**config.mk**
```make
export PLATFORM = sky130hd
export DESIGN_NAME = adjacency_matrix_graph_store
export DESIGN_NICKNAME = d
export VERILOG_FILES = /design/src/hdl/amg_pkg.sv /design/src/hdl/adjacency_matrix_graph_store.sv /design/src/hdl/amg_ram.sv /design/src/hdl/amg_seq.sv
export SDC_FILE = /design/constraint.sdc
export NUM_CORES = 2
export LEC_CHECK = 0
export BUFFER_PORTS_ARGS = -buffer_cell sky130_fd_sc_hd__buf_2
export CELL_PAD_IN_SITES_DETAIL_PLACEMENT = 1
export CELL_PAD_IN_SITES_GLOBAL_PLACEMENT = 1
export CORE_MARGIN = 3
export CORE_UTILIZATION = 44
export CTS_CLUSTER_SIZE = 12
export DETAILED_ROUTE_END_ITERATION = 16
export PLACE_DENSITY_LB_ADDON = 0.1
export SLEW_MARGIN = 5
export SYNTH_ARGS = -nofsm -noshare
export SYNTH_HDL_FRONTEND = slang
export SYNTH_HIERARCHICAL = 1
export SYNTH_SLANG_ARGS = --single-unit
export TNS_END_PERCENT = 50
```
**constraint.sdc**
```tcl
create_clock -name clk -period 7.7 [get_ports clk]
set_input_delay 0 -clock clk [delete_from_list [all_inputs] [get_ports clk]]
set_output_delay 0 -clock clk [all_outputs]
set_load 0.1 [all_outputs]
```
**src/hdl/amg_pkg.sv**
```systemverilog
// Shared types, command codes and the microcode table of the adjacency matrix graph store.
// Depends on nothing; the top level and amg_seq import it.
`default_nettype none

package amg_pkg;

  typedef enum logic [1:0] {
    CMD_INS_NODE = 2'd0,
    CMD_DEL_NODE = 2'd1,
    CMD_INS_EDGE = 2'd2,
    CMD_DEL_EDGE = 2'd3
  } cmd_t;

  // Jump conditions of one microcode step.
  typedef enum logic [3:0] {
    JMP_NEXT     = 4'd0,
    JMP_GOTO     = 4'd1,
    JMP_WAIT_IN  = 4'd2,
    JMP_LOOP     = 4'd3,
    JMP_DISPATCH = 4'd4,
    JMP_NO_FREE  = 4'd5,
    JMP_NO_A     = 4'd6,
    JMP_NO_AB    = 4'd7,
    JMP_BIT_SET  = 4'd8,
    JMP_BIT_CLR  = 4'd9,
    JMP_WAIT_OUT = 4'd10
  } jump_t;

  localparam int PC_W = 5;
  typedef logic [PC_W-1:0] pc_t;

  localparam pc_t S_IDLE     = 5'd0;
  localparam pc_t S_SCAN     = 5'd1;
  localparam pc_t S_DRAIN    = 5'd2;
  localparam pc_t S_IN_CHK   = 5'd3;
  localparam pc_t S_IN_ADD   = 5'd4;
  localparam pc_t S_DN_CHK   = 5'd5;
  localparam pc_t S_DN_RD    = 5'd6;
  localparam pc_t S_DN_LATCH = 5'd7;
  localparam pc_t S_DN_SWEEP = 5'd8;
  localparam pc_t S_DN_DRAIN = 5'd9;
  localparam pc_t S_DN_DONE  = 5'd10;
  localparam pc_t S_IE_CHK   = 5'd11;
  localparam pc_t S_IE_RD    = 5'd12;
  localparam pc_t S_IE_LATCH = 5'd13;
  localparam pc_t S_IE_TEST  = 5'd14;
  localparam pc_t S_IE_SET   = 5'd15;
  localparam pc_t S_DE_CHK   = 5'd16;
  localparam pc_t S_DE_RD    = 5'd17;
  localparam pc_t S_DE_LATCH = 5'd18;
  localparam pc_t S_DE_TEST  = 5'd19;
  localparam pc_t S_DE_CLR   = 5'd20;
  localparam pc_t S_RESULT   = 5'd21;

  typedef struct packed {
    logic  accept;
    logic  cnt_clr;
    logic  scan_rd;
    logic  adj_rd_a;
    logic  row_latch;
    logic  sweep_rd;
    logic  node_add;
    logic  node_del;
    logic  edge_set;
    logic  edge_clr;
    logic  set_ok;
    logic  out_load;
    jump_t jump;
    pc_t   target;
  } ctl_t;

  typedef struct packed {
    logic in_valid;
    logic out_free;
    logic cnt_last;
    logic free_found;
    logic found_a;
    logic found_b;
    logic edge_bit;
    cmd_t cmd;
  } stat_t;

  function automatic pc_t dispatch(cmd_t cmd);
    pc_t p;
    case (cmd)
      CMD_INS_NODE: p = S_IN_CHK;
      CMD_DEL_NODE: p = S_DN_CHK;
      CMD_INS_EDGE: p = S_IE_CHK;
      CMD_DEL_EDGE: p = S_DE_CHK;
      default:      p = S_IDLE;
    endcase
    return p;
  endfunction

  function automatic ctl_t ucode(pc_t pc);
    ctl_t c;
    c        = '0;
    c.jump   = JMP_NEXT;
    c.target = S_RESULT;
    case (pc)
      S_IDLE: begin
        c.accept = 1'b1;
        c.cnt_clr = 1'b1;
        c.jump = JMP_WAIT_IN;
      end
      S_SCAN: begin
        c.scan_rd = 1'b1;
        c.jump = JMP_LOOP;
        c.target = S_SCAN;
      end
      S_DRAIN:    c.jump = JMP_DISPATCH;
      S_IN_CHK:   c.jump = JMP_NO_FREE;
      S_IN_ADD: begin
        c.node_add = 1'b1;
        c.jump = JMP_GOTO;
      end
      S_DN_CHK: begin
        c.cnt_clr = 1'b1;
        c.jump = JMP_NO_A;
      end
      S_DN_RD:    c.adj_rd_a = 1'b1;
      S_DN_LATCH: begin
        c.row_latch = 1'b1;
        c.sweep_rd = 1'b1;
      end
      S_DN_SWEEP: begin
        c.sweep_rd = 1'b1;
        c.jump = JMP_LOOP;
        c.target = S_DN_SWEEP;
      end
      S_DN_DRAIN: c.jump = JMP_NEXT;
      S_DN_DONE: begin
        c.node_del = 1'b1;
        c.jump = JMP_GOTO;
      end
      S_IE_CHK:   c.jump = JMP_NO_AB;
      S_IE_RD:    c.adj_rd_a = 1'b1;
      S_IE_LATCH: c.row_latch = 1'b1;
      S_IE_TEST:  c.jump = JMP_BIT_SET;
      S_IE_SET: begin
        c.edge_set = 1'b1;
        c.jump = JMP_GOTO;
      end
      S_DE_CHK:   c.jump = JMP_NO_AB;
      S_DE_RD: begin
        c.adj_rd_a = 1'b1;
        c.set_ok = 1'b1;
      end
      S_DE_LATCH: c.row_latch = 1'b1;
      S_DE_TEST:  c.jump = JMP_BIT_CLR;
      S_DE_CLR: begin
        c.edge_clr = 1'b1;
        c.jump = JMP_GOTO;
      end
      S_RESULT: begin
        c.out_load = 1'b1;
        c.jump = JMP_WAIT_OUT;
        c.target = S_IDLE;
      end
      default: begin
        c.jump = JMP_GOTO;
        c.target = S_IDLE;
      end
    endcase
    return c;
  endfunction

endpackage

`default_nettype wire

```
**src/hdl/adjacency_matrix_graph_store.sv**
```systemverilog
// Top level of the directed graph store: node slot table, adjacency row memory and datapath.
// Depends on amg_pkg, amg_ram and amg_seq.
//
//   channel | ports                                           | dir | handshake
//   --------+-------------------------------------------------+-----+---------------------
//   input   | in_cmd, in_key_a, in_key_b                      | in  | in_valid / in_stall
//   result  | out_ok, out_node_count, out_edge_count,         | out | out_valid / out_stall
//           | out_graph_empty                                 |     |
//
// One item at a time. Refusals finish sooner than a full command, and the next item is
// taken in the cycle after the result register loads at the earliest.
// The key scan reads every slot; delete node adds a sweep over all rows that clears its column.
// Reset is synchronous and needs no clearing pass: slots and rows carry valid flip-flops.
// The sequencer stays at its last step while out_stall holds the waiting result beat.
`default_nettype none

module adjacency_matrix_graph_store
  import amg_pkg::*;
#(
  parameter int MAX_NODES = 32,
  parameter int KEY_WIDTH = 16
) (
  input  wire logic               clk,
  input  wire logic               rst_n,
  input  wire logic               in_valid,
  output logic                    in_stall,
  input  wire logic        [1:0]  in_cmd,
  input  wire logic signed [15:0] in_key_a,
  input  wire logic signed [15:0] in_key_b,
  output logic                    out_valid,
  input  wire logic               out_stall,
  output logic                    out_ok,
  output logic             [5:0]  out_node_count,
  output logic             [10:0] out_edge_count,
  output logic                    out_graph_empty
);

  localparam int SW = $clog2(MAX_NODES);
  localparam int NW = $clog2(MAX_NODES + 1);
  localparam int EW = $clog2(MAX_NODES * MAX_NODES + 1);
  localparam int RW = $clog2(2 * MAX_NODES);
  localparam logic [SW-1:0] LAST = SW'(MAX_NODES - 1);

  ctl_t  ctl;
  stat_t st;

  logic in_fire;
  logic out_free;
  logic out_load_fire;

  logic signed [31:0] ka_ext;
  logic signed [31:0] kb_ext;

  cmd_t                 cmd_r, cmd_nxt;
  logic [KEY_WIDTH-1:0] ka_r, ka_nxt;
  logic [KEY_WIDTH-1:0] kb_r, kb_nxt;
  logic [SW-1:0]        cnt_r, cnt_nxt;
  logic [SW-1:0]        pidx_r, pidx_nxt;
  logic                 pend_scan_r, pend_scan_nxt;
  logic                 pend_sweep_r, pend_sweep_nxt;
  logic                 free_found_r, free_found_nxt;
  logic [SW-1:0]        free_idx_r, free_idx_nxt;
  logic                 found_a_r, found_a_nxt;
  logic [SW-1:0]        slot_a_r, slot_a_nxt;
  logic                 found_b_r, found_b_nxt;
  logic [SW-1:0]        slot_b_r, slot_b_nxt;
  logic [MAX_NODES-1:0] row_s_r, row_s_nxt;
  logic [RW-1:0]        removed_r, removed_nxt;
  logic                 adj_rv_q_r, adj_rv_q_nxt;
  logic [MAX_NODES-1:0] slot_valid_r, slot_valid_nxt;
  logic [MAX_NODES-1:0] row_valid_r, row_valid_nxt;
  logic [NW-1:0]        nodes_held_r, nodes_held_nxt;
  logic [EW-1:0]        edges_held_r, edges_held_nxt;
  logic                 ok_r, ok_nxt;

  logic                 out_valid_r, out_valid_nxt;
  logic                 out_ok_r;
  logic [5:0]           out_node_count_r;
  logic [10:0]          out_edge_count_r;
  logic                 out_graph_empty_r;

  logic                 key_we;
  logic [KEY_WIDTH-1:0] key_rdata;
  logic                 adj_we;
  logic [SW-1:0]        adj_waddr;
  logic [MAX_NODES-1:0] adj_wdata;
  logic                 adj_re;
  logic [SW-1:0]        adj_raddr;
  logic [MAX_NODES-1:0] adj_rdata;
  logic [MAX_NODES-1:0] adj_row;
  logic [MAX_NODES-1:0] sel_a;
  logic [MAX_NODES-1:0] sel_b;
  logic                 slot_hit;

  amg_seq u_seq (
    .clk   (clk),
    .rst_n (rst_n),
    .st    (st),
    .ctl   (ctl)
  );

  amg_ram #(
    .WIDTH (KEY_WIDTH),
    .DEPTH (MAX_NODES)
  ) u_key_ram (
    .clk   (clk),
    .we    (key_we),
    .waddr (free_idx_r),
    .wdata (ka_r),
    .re    (ctl.scan_rd),
    .raddr (cnt_r),
    .rdata (key_rdata)
  );

  amg_ram #(
    .WIDTH (MAX_NODES),
    .DEPTH (MAX_NODES)
  ) u_adj_ram (
    .clk   (clk),
    .we    (adj_we),
    .waddr (adj_waddr),
    .wdata (adj_wdata),
    .re    (adj_re),
    .raddr (adj_raddr),
    .rdata (adj_rdata)
  );

  assign in_fire       = ctl.accept && in_valid;
  // No input beat is taken while reset is held.
  assign in_stall      = !ctl.accept || !rst_n;
  assign out_free      = !out_valid_r || !out_stall;
  assign out_load_fire = ctl.out_load && out_free;

  assign st.in_valid   = in_valid;
  assign st.out_free   = out_free;
  assign st.cnt_last   = (cnt_r == LAST);
  assign st.free_found = free_found_r;
  assign st.found_a    = found_a_r;
  assign st.found_b    = found_b_r;
  assign st.edge_bit   = row_s_r[slot_b_r];
  assign st.cmd        = cmd_r;

  // Keys are sign-extended from the 16-bit field and kept in their low KEY_WIDTH bits.
  assign ka_ext = 32'(in_key_a);
  assign kb_ext = 32'(in_key_b);

  // A row that was never written reads as all zero.
  assign adj_row  = adj_rv_q_r ? adj_rdata : '0;
  assign sel_a    = MAX_NODES'(1) << slot_a_r;
  assign sel_b    = MAX_NODES'(1) << slot_b_r;
  assign slot_hit = (pidx_r == slot_a_r);

  assign key_we    = ctl.node_add;
  assign adj_re    = ctl.adj_rd_a || ctl.sweep_rd;
  assign adj_raddr = ctl.sweep_rd ? cnt_r : slot_a_r;

  always_comb begin
    adj_we    = 1'b0;
    adj_waddr = slot_a_r;
    adj_wdata = row_s_r;
    if (pend_sweep_r) begin
      adj_we    = 1'b1;
      adj_waddr = pidx_r;
      adj_wdata = slot_hit ? '0 : (adj_row & ~sel_a);
    end else if (ctl.edge_set) begin
      adj_we    = 1'b1;
      adj_wdata = row_s_r | sel_b;
    end else if (ctl.edge_clr) begin
      adj_we    = 1'b1;
      adj_wdata = row_s_r & ~sel_b;
    end
  end

  always_comb begin
    cmd_nxt        = cmd_r;
    ka_nxt         = ka_r;
    kb_nxt         = kb_r;
    cnt_nxt        = cnt_r;
    pidx_nxt       = pidx_r;
    pend_scan_nxt  = ctl.scan_rd;
    pend_sweep_nxt = ctl.sweep_rd;
    free_found_nxt = free_found_r;
    free_idx_nxt   = free_idx_r;
    found_a_nxt    = found_a_r;
    slot_a_nxt     = slot_a_r;
    found_b_nxt    = found_b_r;
    slot_b_nxt     = slot_b_r;
    row_s_nxt      = row_s_r;
    removed_nxt    = removed_r;
    adj_rv_q_nxt   = adj_rv_q_r;
    slot_valid_nxt = slot_valid_r;
    row_valid_nxt  = row_valid_r;
    nodes_held_nxt = nodes_held_r;
    edges_held_nxt = edges_held_r;
    ok_nxt         = ok_r;

    if (in_fire) begin
      cmd_nxt        = cmd_t'(in_cmd);
      ka_nxt         = ka_ext[KEY_WIDTH-1:0];
      kb_nxt         = kb_ext[KEY_WIDTH-1:0];
      free_found_nxt = 1'b0;
      found_a_nxt    = 1'b0;
      found_b_nxt    = 1'b0;
      ok_nxt         = 1'b0;
    end

    if (ctl.cnt_clr) begin
      cnt_nxt     = '0;
      removed_nxt = '0;
    end else if (ctl.scan_rd || ctl.sweep_rd) begin
      cnt_nxt  = SW'(cnt_r + 1'b1);
      pidx_nxt = cnt_r;
    end

    if (adj_re) begin
      adj_rv_q_nxt = row_valid_r[adj_raddr];
    end

    // Key compare in the cycle after the read is issued; free slots are skipped, not a stop.
    if (pend_scan_r) begin
      if (!slot_valid_r[pidx_r]) begin
        if (!free_found_r) begin
          free_found_nxt = 1'b1;
          free_idx_nxt   = pidx_r;
        end
      end else begin
        if (!found_a_r && key_rdata == ka_r) begin
          found_a_nxt = 1'b1;
          slot_a_nxt  = pidx_r;
        end
        if (!found_b_r && key_rdata == kb_r) begin
          found_b_nxt = 1'b1;
          slot_b_nxt  = pidx_r;
        end
      end
    end

    // Row s itself counts its self-loop bit once; any other row adds its own column bit too.
    if (pend_sweep_r) begin
      if (slot_hit) begin
        removed_nxt = RW'(removed_r + RW'(row_s_r[pidx_r]));
      end else begin
        removed_nxt = RW'(removed_r + RW'(row_s_r[pidx_r]) + RW'(adj_row[slot_a_r]));
      end
    end

    if (ctl.row_latch) begin
      row_s_nxt = adj_row;
    end

    if (adj_we) begin
      row_valid_nxt[adj_waddr] = 1'b1;
    end

    if (ctl.set_ok) begin
      ok_nxt = 1'b1;
    end

    if (ctl.node_add) begin
      slot_valid_nxt[free_idx_r] = 1'b1;
      nodes_held_nxt = NW'(nodes_held_r + 1'b1);
      ok_nxt = 1'b1;
    end

    if (ctl.node_del) begin
      slot_valid_nxt[slot_a_r] = 1'b0;
      nodes_held_nxt = NW'(nodes_held_r - 1'b1);
      edges_held_nxt = EW'(edges_held_r - EW'(removed_r));
      ok_nxt = 1'b1;
    end

    if (ctl.edge_set) begin
      edges_held_nxt = EW'(edges_held_r + 1'b1);
      ok_nxt = 1'b1;
    end

    if (ctl.edge_clr) begin
      edges_held_nxt = EW'(edges_held_r - 1'b1);
    end
  end

  always_comb begin
    out_valid_nxt = out_valid_r;
    if (out_load_fire) begin
      out_valid_nxt = 1'b1;
    end else if (out_valid_r && !out_stall) begin
      out_valid_nxt = 1'b0;
    end
  end

  always_ff @(posedge clk) begin
    if (!rst_n) begin
      pend_scan_r  <= 1'b0;
      pend_sweep_r <= 1'b0;
      free_found_r <= 1'b0;
      found_a_r    <= 1'b0;
      found_b_r    <= 1'b0;
      cnt_r        <= '0;
      removed_r    <= '0;
      adj_rv_q_r   <= 1'b0;
      slot_valid_r <= '0;
      row_valid_r  <= '0;
      nodes_held_r <= '0;
      edges_held_r <= '0;
      ok_r         <= 1'b0;
      out_valid_r  <= 1'b0;
    end else begin
      pend_scan_r  <= pend_scan_nxt;
      pend_sweep_r <= pend_sweep_nxt;
      free_found_r <= free_found_nxt;
      found_a_r    <= found_a_nxt;
      found_b_r    <= found_b_nxt;
      cnt_r        <= cnt_nxt;
      removed_r    <= removed_nxt;
      adj_rv_q_r   <= adj_rv_q_nxt;
      slot_valid_r <= slot_valid_nxt;
      row_valid_r  <= row_valid_nxt;
      nodes_held_r <= nodes_held_nxt;
      edges_held_r <= edges_held_nxt;
      ok_r         <= ok_nxt;
      out_valid_r  <= out_valid_nxt;
    end
  end

  always_ff @(posedge clk) begin
    cmd_r      <= cmd_nxt;
    ka_r       <= ka_nxt;
    kb_r       <= kb_nxt;
    pidx_r     <= pidx_nxt;
    free_idx_r <= free_idx_nxt;
    slot_a_r   <= slot_a_nxt;
    slot_b_r   <= slot_b_nxt;
    row_s_r    <= row_s_nxt;
    if (out_load_fire) begin
      out_ok_r          <= ok_r;
      out_node_count_r  <= 6'(nodes_held_r);
      out_edge_count_r  <= 11'(edges_held_r);
      out_graph_empty_r <= (nodes_held_r == '0);
    end
  end

  assign out_valid       = out_valid_r;
  assign out_ok          = out_ok_r;
  assign out_node_count  = out_node_count_r;
  assign out_edge_count  = out_edge_count_r;
  assign out_graph_empty = out_graph_empty_r;

`ifndef NO_ASSERTIONS
  // The running node count always agrees with the slot valid bits.
  a_node_count: assert property (@(posedge clk) disable iff (!rst_n)
    $countones(slot_valid_r) == nodes_held_r)
    else $error("node count differs from the number of valid slots");

  // With no node stored, no edge can remain.
  a_no_orphan_edges: assert property (@(posedge clk) disable iff (!rst_n)
    (nodes_held_r == '0) |-> (edges_held_r == '0))
    else $error("edges remain in an empty graph");

  // The key scan and the row sweep never overlap.
  a_scan_sweep_excl: assert property (@(posedge clk) disable iff (!rst_n)
    !(pend_scan_r && pend_sweep_r))
    else $error("key scan and row sweep active together");
`endif

endmodule

`default_nettype wire

```
**src/hdl/amg_ram.sv**
```systemverilog
// Generic simple dual-port RAM: one write port, one read port with registered read data.
// Stand-alone; used for the slot key store and the adjacency matrix rows.
`default_nettype none

module amg_ram #(
  parameter int WIDTH = 16,
  parameter int DEPTH = 32,
  localparam int AW = (DEPTH > 1) ? $clog2(DEPTH) : 1
) (
  input  wire logic             clk,
  input  wire logic             we,
  input  wire logic [AW-1:0]    waddr,
  input  wire logic [WIDTH-1:0] wdata,
  input  wire logic             re,
  input  wire logic [AW-1:0]    raddr,
  output logic      [WIDTH-1:0] rdata
);

  logic [WIDTH-1:0] mem_r [DEPTH];
  logic [WIDTH-1:0] rdata_r;

  always_ff @(posedge clk) begin
    if (we) begin
      mem_r[waddr] <= wdata;
    end
    if (re) begin
      rdata_r <= mem_r[raddr];
    end
  end

  assign rdata = rdata_r;

endmodule

`default_nettype wire

```
**src/hdl/amg_seq.sv**
```systemverilog
// Microcode sequencer: step counter, control word lookup and conditional jumps.
// Depends on amg_pkg for the control word, status bundle and program table.
`default_nettype none

module amg_seq
  import amg_pkg::*;
(
  input  wire logic  clk,
  input  wire logic  rst_n,
  input  wire stat_t st,
  output ctl_t       ctl
);

  pc_t pc_r;
  pc_t pc_nxt;

  assign ctl = ucode(pc_r);

  always_comb begin
    pc_nxt = pc_t'(pc_r + 1'b1);
    case (ctl.jump)
      JMP_NEXT:     pc_nxt = pc_t'(pc_r + 1'b1);
      JMP_GOTO:     pc_nxt = ctl.target;
      JMP_WAIT_IN:  if (!st.in_valid) pc_nxt = pc_r;
      JMP_LOOP:     if (!st.cnt_last) pc_nxt = ctl.target;
      JMP_DISPATCH: pc_nxt = dispatch(st.cmd);
      JMP_NO_FREE:  if (!st.free_found) pc_nxt = ctl.target;
      JMP_NO_A:     if (!st.found_a) pc_nxt = ctl.target;
      JMP_NO_AB:    if (!(st.found_a && st.found_b)) pc_nxt = ctl.target;
      JMP_BIT_SET:  if (st.edge_bit) pc_nxt = ctl.target;
      JMP_BIT_CLR:  if (!st.edge_bit) pc_nxt = ctl.target;
      JMP_WAIT_OUT: pc_nxt = st.out_free ? ctl.target : pc_r;
      default:      pc_nxt = S_IDLE;
    endcase
  end

  always_ff @(posedge clk) begin
    if (!rst_n) begin
      pc_r <= S_IDLE;
    end else begin
      pc_r <= pc_nxt;
    end
  end

endmodule

`default_nettype wire
```
==> results.json <==
{
  "ir_worst_vdd_uv": 207.7,
  "relSlewSlack_pct": 11.94,
  "critical_path.max_fanout": 19,
  "die_x_um": 415.5,
  "grt_setup_unrepaired": "no",
  "power.leakage_uw": 0.02779,
  "final.setup.worst_slack_ns": 2.757,
  "critPathMaxStageDelay_ns": 0.92,
  "fin_setup_tns_ns": 0,
  "seqCellArea_sq_um": 52830,
  "cts_setup_buffers": 0,
  "start_util_pct": 44.51,
  "cts_hold_repair.buffers": 73,
  "antenna_found_initial": 4,
  "finalCritPeriodShare_pct": 64.20,
  "die_y_um": 415.5,
  "multi_input_area_sq_um": 19710,
  "slew_violations": 0,
  "outcome": "completed",
  "grt_pass1_vias": 43859,
  "yosysWarnings": 6,
  "postRouteAntennaNets": 0,
  "r2r_slack_ns": 2.76,
  "powerDensity_nw_per_um2": 277.9,
  "cts_buffers": 190,
  "port_buffers": 58,
  "grt_usage_pct": 24.99,
  "nets": 4927,
  "worst_clock_skew_ns": 0.03076,
  "clk_latency_ns": 0.83,
  "clk_pin_slew_ns": 0.06,
  "arrival_ns": 5.38,
  "cpMostUsedCell": "ha_1",
  "vias": 42697,
  "max_cap_violations": 0,
  "design_area_sq_um": 83450,
  "coreArea_sq_um": 165700,
  "route.detailed.drc": 0,
  "synthCells": 4665,
  "setup_viol": 0,
  "clock_path_buffers": 3,
  "rows": 149,
  "syn_area_per_cell_sq_um": 15.82,
  "hpwl_um": 118100,
  "syn-num-nets": 4731,
  "grt.overflow.total": 0,
  "crit_type": "flop to flop",
  "root_buffer": "clkbuf_16",
  "dr.pass1.iters": 6,
  "hold_violations": 0,
  "critPathLaunchType": "flop",
  "tightest_slew_ns": 1.311,
  "path_delay_family": "simple AND/OR/NAND/NOR gates",
  "cts_sinks": 1794,
  "place_congestion": 0.8344,
  "fmax_mhz": 202.3,
  "wl_per_cell_um": 30.29,
  "fill_cells": 15621,
  "cts_tree": "done",
  "cp.required_ns": 8.14,
  "die_area_sq_um": 172600,
  "syn_area_sq_um": 73780,
  "routed_wirelength_um": 218000,
  "fin_crit_ns": 4.943,
  "drtIter0Drc": 3776,
  "vias_per_cell": 5.933,
  "cts_resized": 0,
  "grt_max_degree": 129,
  "cp_cell_sequence": "ha_1 > and3_1 > ha_1 > nor3_1 > inv_1 > nand3_1 > nor2_4 > buf_4",
  "grt_pass1_wl_um": 312900,
  "htreeDepth": 4,
  "drive_gt1_share_pct": 12.13,
  "cp_num_buf_inv": 2,
  "syn_to_final_growth_pct": 13.12,
  "post_dp_cell_area_sq_um": 76890,
  "num_io_pins": 59,
  "slowest_stage": "nor2_4",
  "worstHoldPathType": "input pin to flop",
  "dp_slack_ns": 2.639,
  "endpoint_kind": "flop"
}
[tightest hold or removal path, stage by stage]
cell	delay (ns)
dlygate4sd3_1	0.54
buf_2	0.13
nand2_1	0.14
nand2_1	0.10
a31oi_1	0.07
[final cells by class]
type	instances	area share (%)
well taps	2189	3.282
clock buffers	243	5.987
inverters	43	0.2024
multi-input cells	2560	23.62
repair buffers	272	2.657
clock inverters	92	0.9460
diodes	3	0.008996
flip-flops and latches	1794	63.30
[power breakdown]
group          internal, uW  switching [uW]
logic                  1040            2010
clock network          4930            3760
registers             11200             238
[per-layer routing]
layer  GRT usage (%)  up-vias  wire length (um)
met5               0        -                 0
met4           8.321        0              7253
met3           3.875      366             12160
met2           41.90     1285            106500
met1           33.32    22393             92110
li1                -    18653                 -
[layout by cell type (no fill, tap or decap), types with 33 or more instances in the layout]
| cell type | n |
|---|---|
| a21oi_1 | 228 |
| nand2_1 | 206 |
| buf_4 | 130 |
| mux2i_1 | 797 |
| mux4_2 | 41 |
| nor2_4 | 34 |
| a22o_1 | 97 |
| clkbuf_1 | 51 |
| clkbuf_16 | 192 |
| a31oi_1 | 54 |
| and2_1 | 44 |
| o21ai_0 | 91 |
| a22oi_1 | 189 |
| buf_2 | 58 |
| nand3_1 | 167 |
| xor2_1 | 33 |
| inv_1 | 40 |
| nor2_1 | 175 |
| dfxtp_1 | 103 |
| clkinv_1 | 45 |
| edfxtp_1 | 1689 |
| nor3_1 | 70 |
| dlygate4sd3_1 | 73 |
[state kept, by name, summed over array words and instances, names as in the netlist, 2 cells and up]
signal,cells
pidx_r,5
row_valid_r,32
u_key_ram/mem_r,512
nodes_held_r,6
removed_r,6
out_node_count,6
u_seq/pc_r,5
cnt_r,5
slot_valid_r,32
u_adj_ram/mem_r,1024
row_s_r,32
u_key_ram/rdata,16
cmd_r,2
free_idx_r,5
out_edge_count,11
slot_a_r,5
u_adj_ram/rdata,32
kb_r,16
edges_held_r,11
slot_b_r,5
ka_r,16
[path summary, 6_finish.rpt]
| path | startpoint | to | cells past startpoint |
|---|---|---|---|
| worst max-delay path | u_seq/pc_r[0] | u_adj_ram/mem_r[3][7] | 8 |
| worst min-delay path | in_valid | ok_r | 5 |
| worst max register to register | u_seq/pc_r[0] | u_adj_ram/mem_r[3][7] | 8 |
| worst min register to register | ok_r | out_ok | 0 |
[metrics by stage]
| stage | hold WS (ns) | utilization, % | std cells | power [uW] |
|---|---|---|---|---|
| 2_1_floorplan | 0.09887 | - | 4665 | 13680 |
| 3_3_place_gp | 0.1795 | 46.39 | 6785 | 14620 |
| 3_5_place_dp | 0.1784 | 46.39 | 6785 | 14660 |
| 5_1_grt | 0.2363 | 50.35 | 7193 | 24010 |
| 4_1_cts | 0.1732 | 50.32 | 7193 | 23380 |
| 6_report | 0.2355 | 50.35 | 7196 | 23190 |
Power figures use the tool's default switching activity.
